$ cat src/sv/tvru_pkg.sv
package tvru_pkg;

   localparam int PatternBytes   = 8192;
   localparam int NameBytes      = 4096;
   localparam int DotsPerLine    = 341;
   localparam int LinesPerFrame  = 262;
   localparam int VblankLine     = 241;

   localparam int PatAw  = $clog2(PatternBytes);
   localparam int NameAw = $clog2(NameBytes);

   localparam logic [2:0] FUNC_READ  = 3'd0;
   localparam logic [2:0] FUNC_WRITE = 3'd1;
   localparam logic [2:0] FUNC_TICK  = 3'd2;
   localparam logic [2:0] FUNC_LOAD  = 3'd3;
   localparam logic [2:0] FUNC_POLL  = 3'd4;
   localparam logic [2:0] FUNC_PIXEL = 3'd5;

   localparam logic [2:0] REG_CTRL   = 3'd0;
   localparam logic [2:0] REG_MASK   = 3'd1;
   localparam logic [2:0] REG_STATUS = 3'd2;
   localparam logic [2:0] REG_SCROLL = 3'd5;
   localparam logic [2:0] REG_ADDR   = 3'd6;
   localparam logic [2:0] REG_DATA   = 3'd7;

   typedef struct packed {
      logic [2:0]  func;
      logic [2:0]  reg_index;
      logic [7:0]  data;
      logic [7:0]  cpu_cycles;
      logic [12:0] pattern_addr;
      logic [7:0]  pixel_x;
      logic [7:0]  pixel_y;
   } req_type;

   typedef struct packed {
      logic [7:0]  read_data;
      logic        nmi_taken;
      logic [23:0] pixel_color;
   } rsp_type;

   function automatic logic [23:0] rgb_lookup(input logic [5:0] c);
      logic [23:0] r;
      unique case (c)
         6'h00: r = 24'h545454; 6'h01: r = 24'h001E74; 6'h02: r = 24'h081090;
         6'h03: r = 24'h300088; 6'h04: r = 24'h440064; 6'h05: r = 24'h5C0030;
         6'h06: r = 24'h540400; 6'h07: r = 24'h3C1800; 6'h08: r = 24'h202A00;
         6'h09: r = 24'h083A00; 6'h0A: r = 24'h004200; 6'h0B: r = 24'h004038;
         6'h0C: r = 24'h00323C;
         6'h10: r = 24'h989698; 6'h11: r = 24'h084CC4; 6'h12: r = 24'h3032EC;
         6'h13: r = 24'h5C1EE4; 6'h14: r = 24'h8814B0; 6'h15: r = 24'hA01464;
         6'h16: r = 24'hA02A20; 6'h17: r = 24'h884600; 6'h18: r = 24'h606A00;
         6'h19: r = 24'h288000; 6'h1A: r = 24'h008A00; 6'h1B: r = 24'h00886C;
         6'h1C: r = 24'h0078A0;
         6'h20: r = 24'hECEEE4; 6'h21: r = 24'h4C9AEC; 6'h22: r = 24'h787CF4;
         6'h23: r = 24'hB062EC; 6'h24: r = 24'hD45ED4; 6'h25: r = 24'hE05C8C;
         6'h26: r = 24'hF07858; 6'h27: r = 24'hECA044; 6'h28: r = 24'hB8C43C;
         6'h29: r = 24'h70D02C; 6'h2A: r = 24'h4CD05C; 6'h2B: r = 24'h4CC4A0;
         6'h2C: r = 24'h58B0D8; 6'h2D: r = 24'h3C3C3C;
         6'h30: r = 24'hECEEE4; 6'h31: r = 24'hA8CCEC; 6'h32: r = 24'hBCBCEC;
         6'h33: r = 24'hD4B2EC; 6'h34: r = 24'hECAEE4; 6'h35: r = 24'hECAECC;
         6'h36: r = 24'hF0B4A8; 6'h37: r = 24'hECC4A0; 6'h38: r = 24'hD8D898;
         6'h39: r = 24'hB8E08C; 6'h3A: r = 24'hA8E0A8; 6'h3B: r = 24'hA8D8C8;
         6'h3C: r = 24'hA8CCEC; 6'h3D: r = 24'hA8A8A8;
         default: r = 24'h000000;
      endcase
      return r;
   endfunction

   function automatic logic [4:0] pal_slot(input logic [4:0] p);
      return ((p & 5'h13) == 5'h10) ? (p & 5'h0F) : p;
   endfunction

endpackage

$ cat src/sv/tvru_timer.sv
module tvru_timer (
   input  logic       clock,
   input  logic       reset,
   input  logic       start,
   input  logic [7:0] cpu_cycles,
   input  logic       nmi_enable,
   output logic       busy,
   output logic       vbl_set,
   output logic       vbl_clr,
   output logic       nmi_set
);
   logic [9:0] left_ff, left_in;
   logic [8:0] dot_ff, dot_in, line_ff, line_in, line_nx;
   logic [8:0] dot_nx;

   always_comb begin
      left_in = left_ff;
      dot_in  = dot_ff;
      line_in = line_ff;
      vbl_set = 1'b0;
      vbl_clr = 1'b0;
      nmi_set = 1'b0;
      dot_nx  = dot_ff + 9'd1;
      line_nx = line_ff + 9'd1;
      if (start) begin
         left_in = {2'b0, cpu_cycles} + {1'b0, cpu_cycles, 1'b0};
      end else if (left_ff != '0) begin
         left_in = left_ff - 10'd1;
         dot_in  = dot_nx;
         if (dot_nx >= 9'(tvru_pkg::DotsPerLine)) begin
            dot_in  = '0;
            line_in = line_nx;
            if (line_nx == 9'(tvru_pkg::VblankLine)) begin
               vbl_set = 1'b1;
               nmi_set = nmi_enable;
            end
            if (line_nx >= 9'(tvru_pkg::LinesPerFrame)) begin
               line_in = '0;
               vbl_clr = 1'b1;
            end
         end
      end
   end

   assign busy = (left_ff != '0);

   always_ff @(posedge clock) begin
      if (reset) begin
         left_ff <= '0;
         dot_ff  <= '0;
         line_ff <= '0;
      end else begin
         left_ff <= left_in;
         dot_ff  <= dot_in;
         line_ff <= line_in;
      end
   end
endmodule

$ cat config.mk
export PLATFORM = sky130hd
export DESIGN_NAME = tvru_timer
export DESIGN_NICKNAME = d
export VERILOG_FILES = /design/src/sv/tvru_pkg.sv /design/src/sv/tvru_timer.sv
export SDC_FILE = /design/constraint.sdc
export NUM_CORES = 1
export LEC_CHECK = 0
export ABC_AREA = 1
export BUFFER_PORTS_ARGS = -buffer_cell sky130_fd_sc_hd__buf_4
export CORE_ASPECT_RATIO = 0.7
export CORE_MARGIN = 3
export CORE_UTILIZATION = 50
export CTS_BUF_LIST = sky130_fd_sc_hd__clkbuf_2
export CTS_CLUSTER_SIZE = 30
export DETAILED_ROUTE_END_ITERATION = 16
export GPL_ROUTABILITY_DRIVEN = 0
export HOLD_SLACK_MARGIN = 0.03
export PLACE_DENSITY = 0.68
export SLEW_MARGIN = 20
export SYNTH_ARGS = -nofsm -noshare
export SYNTH_HDL_FRONTEND = slang
export SYNTH_SLANG_ARGS = --single-unit
$ cat constraint.sdc
create_clock -name clock -period 3.8 [get_ports clock]
set_input_delay 0.38 -clock clock [delete_from_list [all_inputs] [get_ports clock]]
set_output_delay 0.38 -clock clock [all_outputs]
set_load 0.05 [all_outputs]
==> impl_metrics.env, run 1 <==
export IMPL_critPathMaxStageDelay_ps=390
export IMPL_yosys_area_share_simple_pct=36.76
export IMPL_post_cts_resized=0
export IMPL_status="finished, final reports clean"
export IMPL_min_period_over_period_pct=75.64
export IMPL_dieArea_mm2=0.005167
export IMPL_leakage_nw=1.074
export IMPL_num_antenna_cells=0
export IMPL_cts_max_path_buffers=2
export IMPL_syn_to_final_growth_pct=7.052
export IMPL_rsz0062_at_grt="no"
export IMPL_htree_num_levels=1
export IMPL_via_per_inst=5.080
export IMPL_synth_top_family_by_area="simple AND/OR/NAND/NOR gates"
export IMPL_hpwl_um=3858
export IMPL_ys_ff_latch=28
export IMPL_worstPathArrival_ps=2490
export IMPL_root_buffer="clkbuf_2"
export IMPL_yosysSeqAreaShare_pct=25.90
export IMPL_muxShareOfSynthArea_pct=0
export IMPL_period_minus_slack_ps=2874
export IMPL_via_count=1976
export IMPL_ant_nets=0
export IMPL_utilization_pct=57.34
export IMPL_cp_slowest_cell="dfxtp_1"
export IMPL_ys_types=36
export IMPL_critical_path_class="reg -> out"
export IMPL_synth_area_mm2=0.002165
export IMPL_syn_area_per_cell_um2=6.660
export IMPL_worstPathRequired_ps=3420
export IMPL_hold_class="in -> reg"
export IMPL_finalSetupViolations=0
export IMPL_irDropWorstVdd_mv=0.1810
export IMPL_postCtsSetupBuffers=0
export IMPL_post_drt_wl_per_cell_um=12.13
export IMPL_die_x_um=84.64
export IMPL_final_nets=366
export IMPL_skew_ps=8.309
export IMPL_grt_usage_pct=18.86
export IMPL_dr_pass1_iters=4
export IMPL_tightest_slew_ps=334.6
export IMPL_cts_buffers=3
export IMPL_drt_iter0_drc=146
export IMPL_synth_top_area_share_pct=25.90
export IMPL_tritoncts="built"
export IMPL_max_cap_violations=0
export IMPL_fin_setup_tns_ps=0
export IMPL_die_h_um=61.05
export IMPL_io_buffers=15
export IMPL_drive_above_1_share_pct=17.21
export IMPL_drv_slew=0
export IMPL_drcViolationCount=0
export IMPL_grt_max_degree=21
export IMPL_synthAdderAreaFrac_pct=9.595
export IMPL_insertion_delay_ps=360
export IMPL_synth_top_cell_by_area="dfxtp_1"
export IMPL_cts_hold_buffers=0
export IMPL_first_global_vias=1636
export IMPL_antenna_found_initial=0
export IMPL_power_density_mw_per_mm2=267.2
export IMPL_path_clk_slew_ps=260
export IMPL_fp_row_count=19
export IMPL_path_cells="inv_1 -> ha_1 -> nand2_1 -> nor2_4 -> nand3_2 -> nand2_2 -> inv_2 -> nand2_2 -> inv_2 -> nand2_4 -> nor3_2 -> and2_1 -> buf_4"
export IMPL_core_region_area_mm2=0.004041
export IMPL_start_util_pct=53.56
export IMPL_routed_wl_um=4719
export IMPL_pin_count=16
export IMPL_worstSetupStartpointType="flop"
export IMPL_end_kind="output pin"
export IMPL_synthXorXnorAreaFrac_pct=2.428
export IMPL_synth_compound_area_share_pct=15.32
export IMPL_cp_max_fo=12
export IMPL_synthTopCellsByArea="dfxtp_1 26%, nand2_1 12%, ha_1 8.7%"
export IMPL_slew_headroom_pct=77.56
export IMPL_finalHoldViolations=0
export IMPL_max_freq_ghz=0.3479
export IMPL_grt_overflow_total=0
export IMPL_synth_fp_nets=353
export IMPL_ys_warn_count=0
export IMPL_synth_cells=325
export IMPL_grt_pass1_wl_um=7790
export IMPL_cts_sinks=28
-- per-layer routing --
layer,vias to the layer above,global-route usage (%),routed length (um)
li1,1080,-,-
met1,862,32.24,2835
met2,32,23.30,1629
met3,2,4.278,235
met4,0,2.257,19
met5,-,0,0
-- power breakdown --
group	internal, mW	switching (mW)	total, mW
registers	0.312	0.0196	0.332
clock network	0.0229	0.0873	0.110
logic	0.0655	0.112	0.177
-- worst max-delay path, delay by kind of cell (launching register included) --
family,cells,cell delay (ps)
flops,1,390
fa+ha+maj,1,240
simple gates,8,930
buf+inv,4,580
-- through the flow --
step | instance area [um2] | total power [mW] | hold slack (ps) | cells | setup WS, ps
finish | 2317 | 0.6191 | 296.9 | 389 | 925.7
global route | 2317 | 0.6586 | 277.0 | 389 | 700.3
CTS | 2317 | 0.6195 | 278.6 | 389 | 925.1
detailed placement | 2298 | 0.5117 | 484.4 | 385 | 1366
global placement | 2298 | 0.5113 | 479.1 | 385 | 1451
floorplan | 2165 | 0.4662 | 452.2 | 325 | 915.8
-- sequential cells by signal (all words and copies together) (netlist names) --
| signal | count |
|---|---|
| left_ff | 10 |
| dot_ff | 9 |
| line_ff | 9 |
-- path summary, 6_finish.rpt --
kind | startpoint | end | slack [ps] | depth (start not counted)
max | left_ff[0] | nmi_set | 930 | 13
min | cpu_cycles[7] | left_ff[8] | 300 | 4
max reg2reg | line_ff[0] | line_ff[2] | 1800 | 10
min reg2reg | dot_ff[8] | dot_ff[8] | 510 | 2
-- cell type report --
class	count	area, um2
well taps	52	65.06
fillers	403	1724
repair buffers	15	112.6
multi-input cells	244	1388
flip-flops and latches	28	560.5
inverters	46	172.7
clock inverters	1	3.754
clock buffers	3	15.01
-- kinds of logic (layout without fill, tap and decap cells) --
| family | count (synthesis) | after routing |
|---|---|---|
| adders and majority gates | 16 | 16 |
| buffers and inverters | 53 | 65 |
| and+or+nand+nor | 167 | 167 |
| DFF | 28 | 28 |
| xor gates and xnor gates | 6 | 6 |
| AOI/OAI and AO/OA | 55 | 55 |
-- synth_stat cells, drive strengths merged --
master,n
a21boi,1
a211oi,2
nand3b,5
or2,1
xnor2,1
o21ai,18
a31oi,1
and2,1
ha,15
inv,45
nor3,4
dfxtp,28
nor2,35
clkbuf,3
nand4,7
nand3,28
clkinv,1
a21oi,32
xor2,5
fa,1
nand2,86
buf,4
o2111a,1
-- placed cells by master, fill, tap and decap left out, types with 4 or more instances in the layout --
cell      count
a21oi_1      24
nand3_1      26
nor2_2        4
o21ai_0      16
buf_4        15
nand2_2      13
nand3b_1      5
inv_2         6
ha_1         15
nand2_1      70
inv_1        39
a21oi_2       7
dfxtp_1      28
xor2_1        5
nand4_1       7
nor2_1       30
Note: power is estimated with default switching activity, not from simulation.
==> inputs of run 2 (changes only) <==
--- a/config.mk
+++ b/config.mk
@@ -5,7 +5,7 @@
 export SDC_FILE = /design/constraint.sdc
 export NUM_CORES = 1
 export LEC_CHECK = 0
-export ABC_AREA = 1
+export ABC_AREA = 0
 export BUFFER_PORTS_ARGS = -buffer_cell sky130_fd_sc_hd__buf_4
 export CORE_ASPECT_RATIO = 0.7
 export CORE_MARGIN = 3
@@ -15,7 +15,7 @@
 export DETAILED_ROUTE_END_ITERATION = 16
 export GPL_ROUTABILITY_DRIVEN = 0
 export HOLD_SLACK_MARGIN = 0.03
-export PLACE_DENSITY = 0.68
+export PLACE_DENSITY = 0.71
 export SLEW_MARGIN = 20
 export SYNTH_ARGS = -nofsm -noshare
 export SYNTH_HDL_FRONTEND = slang
==> constraint.sdc (replaced) <==
create_clock -name clock -period 2.35 [get_ports clock]
set_input_delay 0.235 -clock clock [delete_from_list [all_inputs] [get_ports clock]]
set_output_delay 0.235 -clock clock [all_outputs]
set_load 0.05 [all_outputs]
==> run 2 against run 1 <==
Compared with the run above:
- the run now ends with negative setup slack left
- power grew 100%
- clock power grew to 2.7 times the previous value
- routed wire length grew 34%
- setup slack lost 1200 ps
- final area grew 33%
- clock skew grew 36 ps
- critical path depth shrank 4
- count of clock-buffer cells in the layout is the same
- synthesized cell count shrank 8.3%
- sequential power grew 59%
- global-route usage grew 4.1 points
- via count grew 21%
==> impl_metrics.env, run 2 <==
export IMPL_status="complete, but fails checks"
export IMPL_violations="negative setup slack"
export IMPL_cp_slowest_cell="or4b_4"
export IMPL_dpl_cell_area_mm2=0.002668
export IMPL_via_per_inst=5.970
export IMPL_cp_depth=9
export IMPL_synth_main_ff_cell="dfxtp_1"
export IMPL_io_buffers=15
export IMPL_grt_max_degree=26
export IMPL_ant_nets=0
export IMPL_synth_top_area_share_pct=24.68
export IMPL_drv_slew=0
export IMPL_num_antenna_cells=0
export IMPL_use_met2_pct=30.92
export IMPL_use_met3_pct=4.743
export IMPL_grt_usage_pct=23.01
export IMPL_internal_power_uw=855.5
export IMPL_pin_count=16
export IMPL_r2r_end="line_ff[6]"
export IMPL_cts_max_path_buffers=2
export IMPL_htree_num_levels=1
export IMPL_synth_top_cell_by_area="dfxtp_1"
export IMPL_ys_types=57
export IMPL_regMostFlops="left_ff"
export IMPL_final_nets=376
export IMPL_path_clk_slew_ps=310
export IMPL_die_h_um=62.39
export IMPL_utilization_pct=74.44
export IMPL_pwr_share_clk_pct=24.0
export IMPL_top_regs="left_ff (10), dot_ff (9), line_ff (9)"
export IMPL_hold_class="in -> reg"
export IMPL_drcViolationCount=0
export IMPL_hp_start="start"
export IMPL_drt_iter0_drc=276
export IMPL_max_freq_ghz=0.3809
export IMPL_tritoncts="built"
export IMPL_ys_ff_latch=28
export IMPL_pre_cts_ws_ps=-92.92
export IMPL_grt_busiest_layer="met1"
export IMPL_worst_slack_ps=-275.2
export IMPL_post_drt_wl_per_cell_um=15.87
export IMPL_layout_commonest_cell="buf_4"
export IMPL_fin_hold_ws_ps=110.2
export IMPL_p_comb_share_pct=33.9
export IMPL_place_inst=381
export IMPL_irDropWorstVdd_mv=0.3701
export IMPL_drive_above_1_share_pct=33.14
export IMPL_ys_warn_count=0
export IMPL_worstSetupEndpoint="nmi_set"
export IMPL_worstPathRequired_ps=2120
export IMPL_insertion_delay_ps=410
export IMPL_power_switching_uw=400.6
export IMPL_routed_wl_um=6333
export IMPL_final_instance_count_excl_fill=399
export IMPL_grt_util_met1_pct=36.77
export IMPL_leakage_nw=1.225
export IMPL_core_region_area_mm2=0.004136
export IMPL_grt_pass1_wl_um=10310
export IMPL_syn_area_per_cell_um2=7.621
export IMPL_synth_most_common_cell="dfxtp_1"
export IMPL_r2r_start="dot_ff[0]"
export IMPL_skew_ps=44.36
export IMPL_dr_pass1_iters=4
export IMPL_finalHoldViolations=0
export IMPL_critPathMaxStageDelay_ps=500
export IMPL_start_util_pct=54.90
export IMPL_synth_fp_nets=326
export IMPL_ff2ff_path_depth=10
export IMPL_path_cells="inv_2 -> ha_4 -> or4b_4 -> o31ai_4 -> a21oi_4 -> o211ai_4 -> nor4_4 -> and2_4 -> buf_8"
export IMPL_worstSetupStartpointType="flop"
export IMPL_tightest_slew_ps=481.3
export IMPL_cp_num_buf_inv=2
export IMPL_cp_max_fo=3
export IMPL_synthTopCellsByArea="dfxtp_1 25%, ha_1 8.3%, nand2_1 4.3%"
export IMPL_via_count=2382
export IMPL_p_seq_share_pct=42.1
export IMPL_worstPathArrival_ps=2390
export IMPL_synth_area_mm2=0.002271
export IMPL_power_density_mw_per_mm2=407.9
export IMPL_dieArea_mm2=0.005399
export IMPL_cts_buffers=3
export IMPL_synth_edf_count=0
export IMPL_max_cap_violations=0
export IMPL_critical_path_class="reg -> out"
export IMPL_yosys_top_cells_count="28 x dfxtp_1, 26 x nand2_1, 23 x inv_1"
export IMPL_grt_overflow_total=0
export IMPL_hpwl_um=4333
export IMPL_r2r_slack_ps=-80
export IMPL_layout_common_cells="49 x buf_4, 26 x nand2_1, 20 x nor2_1, 19 x inv_1, 18 x dfxtp_1"
export IMPL_fp_row_count=19
export IMPL_root_buffer="clkbuf_2"
export IMPL_antenna_found_initial=0
export IMPL_first_global_vias=2140
export IMPL_largest_reg_flops=10
export IMPL_min_period_over_period_pct=111.7
export IMPL_crit_start="left_ff[0]"
export IMPL_rsz0062_at_grt="yes"
export IMPL_cts_sinks=28
export IMPL_path_delay_family="simple AND/OR/NAND/NOR gates"
export IMPL_slew_headroom_pct=67.46
export IMPL_die_x_um=86.55
export IMPL_synthArstFlopShare_pct=0
export IMPL_yosysSeqAreaShare_pct=24.68
export IMPL_finalInstanceArea_mm2=0.003079
export IMPL_swShare_pct=31.89
export IMPL_syn_to_final_growth_pct=35.59
export IMPL_synth_cells=298
export IMPL_finalSetupViolations=5
export IMPL_end_kind="output pin"
export IMPL_period_minus_slack_ps=2625
## run 2: cell count changes after synthesis, sizes merged, moves of 6 or more
cell    change
nand2      -60
inv        -22
nand3      -18
a21oi      -13
nor2       -13
nor3        +7
and3        +6
clkbuf      +6
## run 2: how the worst min path moves through the flow
stage	to	cells past startpoint	slack [ps]
2_1_floorplan	left_ff[0]	2	380
3_3_place_gp	dot_ff[1]	1	480
3_5_place_dp	dot_ff[1]	1	500
4_1_cts	left_ff[2]	2	90
5_1_grt	left_ff[2]	2	90
6_report	left_ff[2]	2	110
## run 2: logic make-up after synthesis
logic type	share of synthesized area, %
muxes	1.322
DFF	24.68
AOI/OAI and AO/OA	24.57
adders and majority gates	9.146
xor gates and xnor gates	5.400
buffers and inverters	6.942
and+or+nand+nor	27.93
## run 2: cell type report
type,count,area (um2)
inverter,23,88.84
fill,312,1057
tap,52,65.06
timing repair buffer,61,516.7
multi-input combinational,231,1778
clock inverter,1,30.03
sequential,28,585.6
clock buffer,3,15.01
## run 2: repair_timing
item | CTS | global route
setup endpoints to repair | 12 | 19
resized for setup | 33 | 35
pin swaps | 5 | 13
hold buffers | 1 | 0
hold endpoints to repair | 1 | 0
buffers inserted | 10 | 7
## run 2: metrics by stage
step | setup TNS, ps | power [mW]
floorplan | -184.9 | 0.7559
global placement | 0 | 0.8556
detailed placement | -202.1 | 0.8604
CTS | -955.5 | 1.246
global route | -1548 | 1.332
finish | -973.5 | 1.256
## run 2: power groups by stage
stage	clock, mW	sequential (mW)	combinational [mW]
final	0.302	0.528	0.426
after global placement	0	0.533	0.323
after global routing	0.331	0.533	0.468
after CTS	0.314	0.529	0.404
after floorplan	0	0.533	0.223
after detailed placement	0	0.534	0.327
## run 2: routing by layer
metal / vias to the layer above / routed length, um
li1: 1192 / -
met1: 1103 / 3122
met2: 75 / 2718
met3: 12 / 401
met4: 0 / 91
met5: - / 0
